[src/design/sync_length_checksum_deframer_defines.svh]
// assertion macros shared by the deframer modules
`ifndef SYNC_LENGTH_CHECKSUM_DEFRAMER_DEFINES_SVH
`define SYNC_LENGTH_CHECKSUM_DEFRAMER_DEFINES_SVH

// same-cycle implication, disabled while in reset
`define SLCD_ASSERT_NOW(lbl, clk, rstn, ante, cons) \
	lbl: assert property (@(posedge clk) disable iff (!rstn) (ante) |-> (cons)) \
		else $error("slcd assertion failed");

// next-cycle implication, disabled while in reset
`define SLCD_ASSERT_NEXT(lbl, clk, rstn, ante, cons) \
	lbl: assert property (@(posedge clk) disable iff (!rstn) (ante) |=> (cons)) \
		else $error("slcd assertion failed");

`endif

[src/design/slcd_pkg.sv]
// types and constants of the sync / length / checksum deframer
`default_nettype none

package slcd_pkg;

	localparam logic [7:0]  SYNC_BYTE       = 8'hAA;
	localparam logic [15:0] MAX_PAYLOAD_RST = 16'd10;

	typedef enum logic [1:0] {
		KIND_OPCODE  = 2'd0,
		KIND_PAYLOAD = 2'd1,
		KIND_END     = 2'd2
	} kind_t;

	typedef enum logic [1:0] {
		ST_OK       = 2'd0,
		ST_BAD_SUM  = 2'd1,
		ST_ZERO_LEN = 2'd2,
		ST_TRUNC    = 2'd3
	} status_t;

	typedef enum logic [5:0] {
		PH_HUNT    = 6'b000001,
		PH_LEN_H   = 6'b000010,
		PH_LEN_L   = 6'b000100,
		PH_OPCODE  = 6'b001000,
		PH_PAYLOAD = 6'b010000,
		PH_CHECK   = 6'b100000
	} phase_t;

	typedef struct packed {
		kind_t       kind;
		logic [7:0]  value;
		status_t     status;
		logic [15:0] byte_index;
	} res_t;

	typedef struct packed {
		logic valid;
		res_t res;
	} res_push_t;

endpackage

`default_nettype wire

[src/design/slcd_parser.sv]
// frame parser: phase machine, length / count tracking and checksum
`default_nettype none
`include "sync_length_checksum_deframer_defines.svh"

module slcd_parser (
	input  wire logic               clk,
	input  wire logic               arst_n,
	input  wire logic               cfg_we,
	input  wire logic [15:0]        cfg_data,
	input  wire logic               byte_valid,
	input  wire logic [7:0]         byte_in,
	output slcd_pkg::res_push_t     push
);

	slcd_pkg::phase_t phase_q, phase_d;
	logic [7:0]  len_hi_q, len_hi_d;
	logic [15:0] left_q, left_d;
	logic [15:0] count_q, count_d;
	logic [7:0]  sum_q, sum_d;
	logic        trunc_q, trunc_d;
	logic [15:0] max_payload_q;

	logic [7:0]  sum_next;
	logic [15:0] length;
	logic [15:0] left_dec;

	assign sum_next = sum_q + byte_in;
	assign length   = {len_hi_q, byte_in};
	assign left_dec = left_q - 16'd1;

	always_comb begin
		phase_d  = phase_q;
		len_hi_d = len_hi_q;
		left_d   = left_q;
		count_d  = count_q;
		sum_d    = sum_q;
		trunc_d  = trunc_q;
		push.valid          = 1'b0;
		push.res.kind       = slcd_pkg::KIND_END;
		push.res.value      = 8'd0;
		push.res.status     = slcd_pkg::ST_OK;
		push.res.byte_index = 16'd0;
		unique case (phase_q)
			slcd_pkg::PH_LEN_H: begin
				len_hi_d = byte_in;
				sum_d    = sum_next;
				phase_d  = slcd_pkg::PH_LEN_L;
			end
			slcd_pkg::PH_LEN_L: begin
				sum_d = sum_next;
				if (length == 16'd0) begin
					phase_d         = slcd_pkg::PH_HUNT;
					push.valid      = 1'b1;
					push.res.status = slcd_pkg::ST_ZERO_LEN;
				end else begin
					left_d  = length - 16'd1;
					count_d = 16'd0;
					trunc_d = 1'b0;
					phase_d = slcd_pkg::PH_OPCODE;
				end
			end
			slcd_pkg::PH_OPCODE: begin
				sum_d   = sum_next;
				phase_d = (left_q != 16'd0) ? slcd_pkg::PH_PAYLOAD : slcd_pkg::PH_CHECK;
				push.valid     = 1'b1;
				push.res.kind  = slcd_pkg::KIND_OPCODE;
				push.res.value = byte_in;
			end
			slcd_pkg::PH_PAYLOAD: begin
				sum_d   = sum_next;
				count_d = count_q + 16'd1;
				left_d  = left_dec;
				if (left_dec == 16'd0) begin
					phase_d = slcd_pkg::PH_CHECK;
				end
				if (count_q < max_payload_q) begin
					push.valid          = 1'b1;
					push.res.kind       = slcd_pkg::KIND_PAYLOAD;
					push.res.value      = byte_in;
					push.res.byte_index = count_q;
				end else begin
					trunc_d = 1'b1;
				end
			end
			slcd_pkg::PH_CHECK: begin
				sum_d      = sum_next;
				phase_d    = slcd_pkg::PH_HUNT;
				push.valid = 1'b1;
				if (sum_next != 8'd0) begin
					push.res.status = slcd_pkg::ST_BAD_SUM;
				end else if (trunc_q) begin
					push.res.status = slcd_pkg::ST_TRUNC;
				end else begin
					push.res.status = slcd_pkg::ST_OK;
				end
			end
			default: begin
				// hunting, and any unused phase code
				phase_d = slcd_pkg::PH_HUNT;
				if (byte_in == slcd_pkg::SYNC_BYTE) begin
					sum_d    = 8'd0;
					len_hi_d = 8'd0;
					left_d   = 16'd0;
					count_d  = 16'd0;
					trunc_d  = 1'b0;
					phase_d  = slcd_pkg::PH_LEN_H;
				end
			end
		endcase
		if (!byte_valid) begin
			push.valid = 1'b0;
		end
	end

	always_ff @(posedge clk or negedge arst_n) begin
		if (!arst_n) begin
			phase_q  <= slcd_pkg::PH_HUNT;
			len_hi_q <= 8'd0;
			left_q   <= 16'd0;
			count_q  <= 16'd0;
			sum_q    <= 8'd0;
			trunc_q  <= 1'b0;
		end else if (byte_valid) begin
			phase_q  <= phase_d;
			len_hi_q <= len_hi_d;
			left_q   <= left_d;
			count_q  <= count_d;
			sum_q    <= sum_d;
			trunc_q  <= trunc_d;
		end
	end

	always_ff @(posedge clk or negedge arst_n) begin
		if (!arst_n) begin
			max_payload_q <= slcd_pkg::MAX_PAYLOAD_RST;
		end else if (cfg_we) begin
			max_payload_q <= cfg_data;
		end
	end

	`SLCD_ASSERT_NOW(a_payload_within_max, clk, arst_n,
		push.valid && push.res.kind == slcd_pkg::KIND_PAYLOAD,
		push.res.byte_index < max_payload_q)
	`SLCD_ASSERT_NOW(a_end_value_zero, clk, arst_n,
		push.valid && push.res.kind == slcd_pkg::KIND_END,
		push.res.value == 8'd0 && push.res.byte_index == 16'd0)
	`SLCD_ASSERT_NEXT(a_end_returns_hunt, clk, arst_n,
		push.valid && push.res.kind == slcd_pkg::KIND_END,
		phase_q == slcd_pkg::PH_HUNT)

endmodule

`default_nettype wire

[src/design/slcd_out_fifo.sv]
// two-entry result queue in front of the master stream port
`default_nettype none
`include "sync_length_checksum_deframer_defines.svh"

module slcd_out_fifo (
	input  wire logic               clk,
	input  wire logic               arst_n,
	input  wire slcd_pkg::res_push_t push,
	output logic                    full,
	output logic                    out_valid,
	input  wire logic               out_ready,
	output slcd_pkg::res_t          out_res
);

	slcd_pkg::res_t entry_q [2];
	logic       wr_ptr_q;
	logic       rd_ptr_q;
	logic [1:0] count_q;
	logic       pop;

	assign full      = (count_q == 2'd2);
	assign out_valid = (count_q != 2'd0);
	assign pop       = out_valid && out_ready;
	assign out_res   = entry_q[rd_ptr_q];

	always_ff @(posedge clk) begin
		if (push.valid) begin
			entry_q[wr_ptr_q] <= push.res;
		end
	end

	always_ff @(posedge clk or negedge arst_n) begin
		if (!arst_n) begin
			wr_ptr_q <= 1'b0;
			rd_ptr_q <= 1'b0;
			count_q  <= 2'd0;
		end else begin
			if (push.valid) begin
				wr_ptr_q <= ~wr_ptr_q;
			end
			if (pop) begin
				rd_ptr_q <= ~rd_ptr_q;
			end
			case ({push.valid, pop})
				2'b10:   count_q <= count_q + 2'd1;
				2'b01:   count_q <= count_q - 2'd1;
				default: count_q <= count_q;
			endcase
		end
	end

	`SLCD_ASSERT_NOW(a_no_push_when_full, clk, arst_n, push.valid, !full)
	`SLCD_ASSERT_NEXT(a_count_up, clk, arst_n, push.valid && !pop,
		count_q == $past(count_q) + 2'd1)
	`SLCD_ASSERT_NEXT(a_count_down, clk, arst_n, pop && !push.valid,
		count_q == $past(count_q) - 2'd1)

endmodule

`default_nettype wire

[src/design/sync_length_checksum_deframer.sv]
// top level of the sync / length / checksum deframer
//
// channel   dir  handshake             payload
// s_*       in   s_tvalid / s_tready   s_tdata[7:0] rx_byte
// m_*       out  m_tvalid / m_tready   m_tdata value, status, byte_index; m_tuser item_kind
// cfg_*     in   cfg_valid / cfg_ready cfg_data max_payload
//
// one byte per cycle unless the queue is full: input register, single-pass parser, queue
// a result is registered in the queue and shown on m_tvalid after its byte leaves s1
// arst_n clears phase, counters, sum, queue and sets max_payload to 10
// a stalled m_tready fills the two-entry queue, then s_tready drops for the s1 byte
// cfg_ready is always high; writes are meant for idle periods between frames
`default_nettype none

module sync_length_checksum_deframer (
	input  wire logic        clk,
	input  wire logic        arst_n,
	// input stream
	input  wire logic        s_tvalid,
	output logic             s_tready,
	input  wire logic [7:0]  s_tdata,   // [7:0] rx_byte
	// result stream
	output logic             m_tvalid,
	input  wire logic        m_tready,
	output logic [31:0]      m_tdata,   // [7:0] value, [9:8] status, [25:10] byte_index, rest 0
	output logic [1:0]       m_tuser,   // [1:0] item_kind
	// configuration
	input  wire logic        cfg_valid,
	output logic             cfg_ready,
	input  wire logic [15:0] cfg_data   // [15:0] max_payload
);

	// input register stage
	logic       valid_s1;
	logic [7:0] byte_s1;
	logic       advance;
	logic       fifo_full;

	slcd_pkg::res_push_t push;
	slcd_pkg::res_t      out_res;

	// the s1 byte moves into the parser whenever the queue has room
	assign advance   = valid_s1 && !fifo_full;
	assign s_tready  = !valid_s1 || advance;
	assign cfg_ready = 1'b1;

	always_ff @(posedge clk or negedge arst_n) begin
		if (!arst_n) begin
			valid_s1 <= 1'b0;
		end else if (s_tready) begin
			valid_s1 <= s_tvalid;
		end
	end

	// payload register, no reset needed
	always_ff @(posedge clk) begin
		if (s_tready && s_tvalid) begin
			byte_s1 <= s_tdata;
		end
	end

	slcd_parser u_parser (
		.clk        (clk),
		.arst_n     (arst_n),
		.cfg_we     (cfg_valid && cfg_ready),
		.cfg_data   (cfg_data),
		.byte_valid (advance),
		.byte_in    (byte_s1),
		.push       (push)
	);

	slcd_out_fifo u_out_fifo (
		.clk       (clk),
		.arst_n    (arst_n),
		.push      (push),
		.full      (fifo_full),
		.out_valid (m_tvalid),
		.out_ready (m_tready),
		.out_res   (out_res)
	);

	// pack result fields from the lowest bit up, zero fill to 32 bits
	assign m_tdata = {6'd0, out_res.byte_index, out_res.status, out_res.value};
	assign m_tuser = out_res.kind;

endmodule

`default_nettype wire
[config.mk]
export PLATFORM = sky130hd
export DESIGN_NAME = sync_length_checksum_deframer
export DESIGN_NICKNAME = d
export VERILOG_FILES = /design/src/design/slcd_pkg.sv /design/src/design/slcd_parser.sv /design/src/design/slcd_out_fifo.sv /design/src/design/sync_length_checksum_deframer.sv
export VERILOG_INCLUDE_DIRS = /design/src /design/src/design
export SDC_FILE = /design/constraint.sdc
export NUM_CORES = 1
export LEC_CHECK = 0
export ABC_AREA = 1
export BUFFER_PORTS_ARGS = -buffer_cell sky130_fd_sc_hd__buf_2
export CAP_MARGIN = 20
export CORE_UTILIZATION = 60
export DETAILED_ROUTE_END_ITERATION = 8
export PLACE_DENSITY = 0.83
export SKIP_CTS_REPAIR_TIMING = 1
export SKIP_LAST_GASP = 1
export SLEW_MARGIN = 25
export SYNTH_ARGS = -nofsm -noshare
export SYNTH_HDL_FRONTEND = slang
export SYNTH_SLANG_ARGS = --single-unit
[constraint.sdc]
create_clock -name clk -period 7.55 [get_ports clk]
set_input_delay 0 -clock clk [delete_from_list [all_inputs] [get_ports clk]]
set_output_delay 0 -clock clk [all_outputs]
set_load 0.02 [all_outputs]
==> summary.json <==
{
  "ys_warn_count": 0,
  "buffer_ports.inserted": 58,
  "achievable-frequency_mhz": 331,
  "required_worst_endpoint_ps": 7600,
  "tns_ps": 0,
  "placementRows": 40,
  "setup.worst_path.end": "u_out_fifo.entry_q[0][16]",
  "diodes": 0,
  "cts_htree_levels": 4,
  "route.final.wire_length_um": 16600,
  "ys_dominant_reg_cell": "dfrtp_1",
  "leakage_nw": 4.25,
  "post_synthesis_cell_area_mm2": 0.00762,
  "clk_latency_ps": 420,
  "worst_r2r_endpoint": "u_out_fifo.entry_q[0][16]",
  "synth_seq_cells": 140,
  "gr-usage-all-layers_pct": 26.4,
  "grt_first_pass_wirelength_um": 26500,
  "path_cells": "nor2_1 > nand2_1 > inv_2 > nand2_4 > inv_1 > nand3_2 > nand2_1 > nand3_1 > inv_2",
  "drt.antenna.violating_nets": 0,
  "grt_setup_unrepaired": "false",
  "die_h_um": 115,
  "detail_route.first_pass.iterations": 5,
  "status": "completed",
  "synthesis.instances": 916,
  "worstRegToRegCells": 9,
  "finalCriticalPeriod_ps": 3020,
  "nFillCells": 907,
  "initial_core_util_pct": 62.4,
  "post_synthesis_sequential_area_ratio_pct": 50.2,
  "worst_setup_hold_path_clk_slew_ps": 60,
  "ir_worst_vdd_uv": 135,
  "cp-end-kind": "flop",
  "power-per-cell-area_mw_per_mm2": 252,
  "final_core_occ_pct": 72.1,
  "finalHoldViolCount": 0,
  "die-width_um": 115,
  "fin_worst_skew_ps": 8.80,
  "max_slew_margin_vs_limit_pct": 39.9,
  "setup_viol": 0,
  "arrival_ps": 3070,
  "critical_path.slowest_cell": "inv_1",
  "synthDistinctLibCells": 45,
  "crit_path_max_fanout": 28,
  "fin_area_mm2": 0.00881,
  "switching_share_pct": 33.9,
  "ff2ff_setup_slack_ps": 4530,
  "drtIter0Drc": 664,
  "clock_path_buffers": 2,
  "die_area_mm2": 0.0132,
  "grt-ovfl-total": 0,
  "core-area_mm2": 0.0122,
  "max_slew_violation_count": 0,
  "max_stage_delay_ps": 540,
  "tritoncts.num_buffers": 17,
  "area_growth_pct": 15.6,
  "finalWeightedCongestion": 0.893,
  "synth-edff-count": 64,
  "final_net_count": 1055,
  "clockPowerShare_pct": 35.0,
  "multi_input_comb_area_mm2": 0.00326,
  "cp-start-kind": "flop",
  "seqPwrFrac_pct": 40.4,
  "area.sequential_mm2": 0.00383,
  "timing_worst_setup_path_type": "reg2reg",
  "internal_power_mw": 1.47,
  "synth_area_per_cell_um2": 8.32,
  "critical_path.reg2reg.startpoint": "u_parser.phase_q[2]",
  "clockRootBuffer": "clkbuf_16",
  "synthArstFlopShare_pct": 54.3,
  "detailed_place_hpwl_um": 11300,
  "io-pin-count": 66,
  "hold_path_class": "in2reg",
  "grt_max_degree": 77,
  "tritoncts": "built",
  "drive_above_1_share_pct": 12.0,
  "vias_per_cell": 5.37,
  "pwr-share-comb_pct": 24.6,
  "number_of_antenna_violations_at_the_first_check_in_global_routing": 0,
  "drt_drc_violations_left": 0,
  "grt_pass1_vias": 5701,
  "timing_worst_slew_pin_value_ps": 901,
  "dpl-instance-area_mm2": 0.00798,
  "drt-wirelength-per-cell_um": 14.1,
  "number_of_vias_after_detailed_routing": 6323,
  "post-route-period-util_pct": 40.0,
  "clock_sink_count": 140,
  "crit_startpoint": "u_parser.phase_q[2]",
  "power_switching_mw": 0.753,
  "timing.max_cap.violations": 0
}
## final cells by class
class | count | share of cell area, %
Timing Repair Buffer | 87 | 6.61
Sequential cell | 140 | 43.5
Clock inverter | 13 | 1.35
Multi-Input combinational cell | 651 | 37.0
Tap cell | 168 | 2.39
Inverter | 100 | 4.29
Clock buffer | 19 | 4.92
## metrics by stage
stage | worst slack, ps | power (mW) | hold WS, ps | instances
floorplan | 4430 | 1.29 | -296 | 921
global placement | 4310 | 1.43 | 177 | 1119
finish | 4530 | 2.22 | 32.9 | 1178
global route | 4270 | 2.34 | 63.2 | 1178
CTS | 4180 | 2.21 | -252 | 1151
detailed placement | 4200 | 1.44 | 178 | 1119
## flip-flops by register name, indices dropped and copies added, names as in the netlist
register	flops
byte_s1	8
u_parser.phase_q	6
u_parser.max_payload_q	16
u_parser.sum_q	8
u_parser.count_q	16
u_out_fifo.rd_ptr_q	1
u_parser.len_hi_q	8
u_out_fifo.entry_q	56
u_parser.trunc_q	1
valid_s1	1
u_out_fifo.wr_ptr_q	1
u_parser.left_q	16
u_out_fifo.count_q	2
## cell usage in the layout, fill, tap and decap left out, drive strengths merged, types with 19 or more instances in the layout
cell         Yosys  final
nand2          279    279
inv             98    101
nor2           101    101
dfrtp           73     73
nand3           71     71
o21ai           69     69
edfxtp          64     64
buf             19     60
ha              28     28
dlygate4sd3      0     27
clkbuf          11     19
## worst max-delay path: cells and delay by family, from the launching register on
family	cells	cell delay [ps]
flip-flops	1	420
AND/OR/NAND/NOR	6	1120
buffers and inverters	3	1100
## cell families after synthesis
kind of cell	after synthesis	synth area share [%]
AO/OA/AOI/OAI	102	7.21
XOR/XNOR	22	2.53
adder cells (fa/ha/maj)	29	4.86
buffers and inverters	130	7.37
flip-flops	140	50.2
other	2	0.0986
AND/OR/NAND/NOR	491	27.7
## layer usage
metal	vias up	track usage (%)	routed length (um)
met5	-	0	0
met4	0	10.0	350
met3	32	4.55	1010
met2	218	41.1	7570
met1	2923	37.1	7670
li1	3150	-	-
## synthesized netlist by cell type, drive strengths merged (2+ instances only)
master  instances  area, um2
a21oi          18       90.1
buf            19        143
or2             3       18.8
ha             28        350
dfstp           3       78.8
o21ai          69        345
nand3          71        370
nand3b          4       30.0
clkbuf         11       41.3
edfxtp         64       1920
xor2           18        158
xnor2           4       35.0
conb            2       7.51
nor3           14       70.1
inv            98        370
clkinv          2       7.51
nor2          101        419
o21bai          2       15.0
nand4          17        128
nand2         279       1060
o22ai           5       31.3
a31oi           4       31.3
dfrtp          73       1830
## power by group through the flow
stage | registers (mW) | clock network, mW | logic [mW]
floorplan | 0.876 | 0 | 0.417
global route | 0.904 | 0.818 | 0.620
finish | 0.899 | 0.778 | 0.546
detailed placement | 0.911 | 0 | 0.531
global placement | 0.910 | 0 | 0.522
CTS | 0.897 | 0.782 | 0.533
## worst min-delay path by stage
stage	depth (start not counted)	endpoint	from
6_report	3	u_parser.max_payload_q[1]	cfg_valid
5_1_grt	3	u_parser.max_payload_q[1]	cfg_valid
4_1_cts	1	byte_s1[2]	s_tdata[2]
3_3_place_gp	1	byte_s1[6]	s_tdata[6]
2_1_floorplan	0	u_out_fifo.count_q[0]	arst_n
3_5_place_dp	1	byte_s1[6]	s_tdata[6]
(Power assumes the default switching activity.)
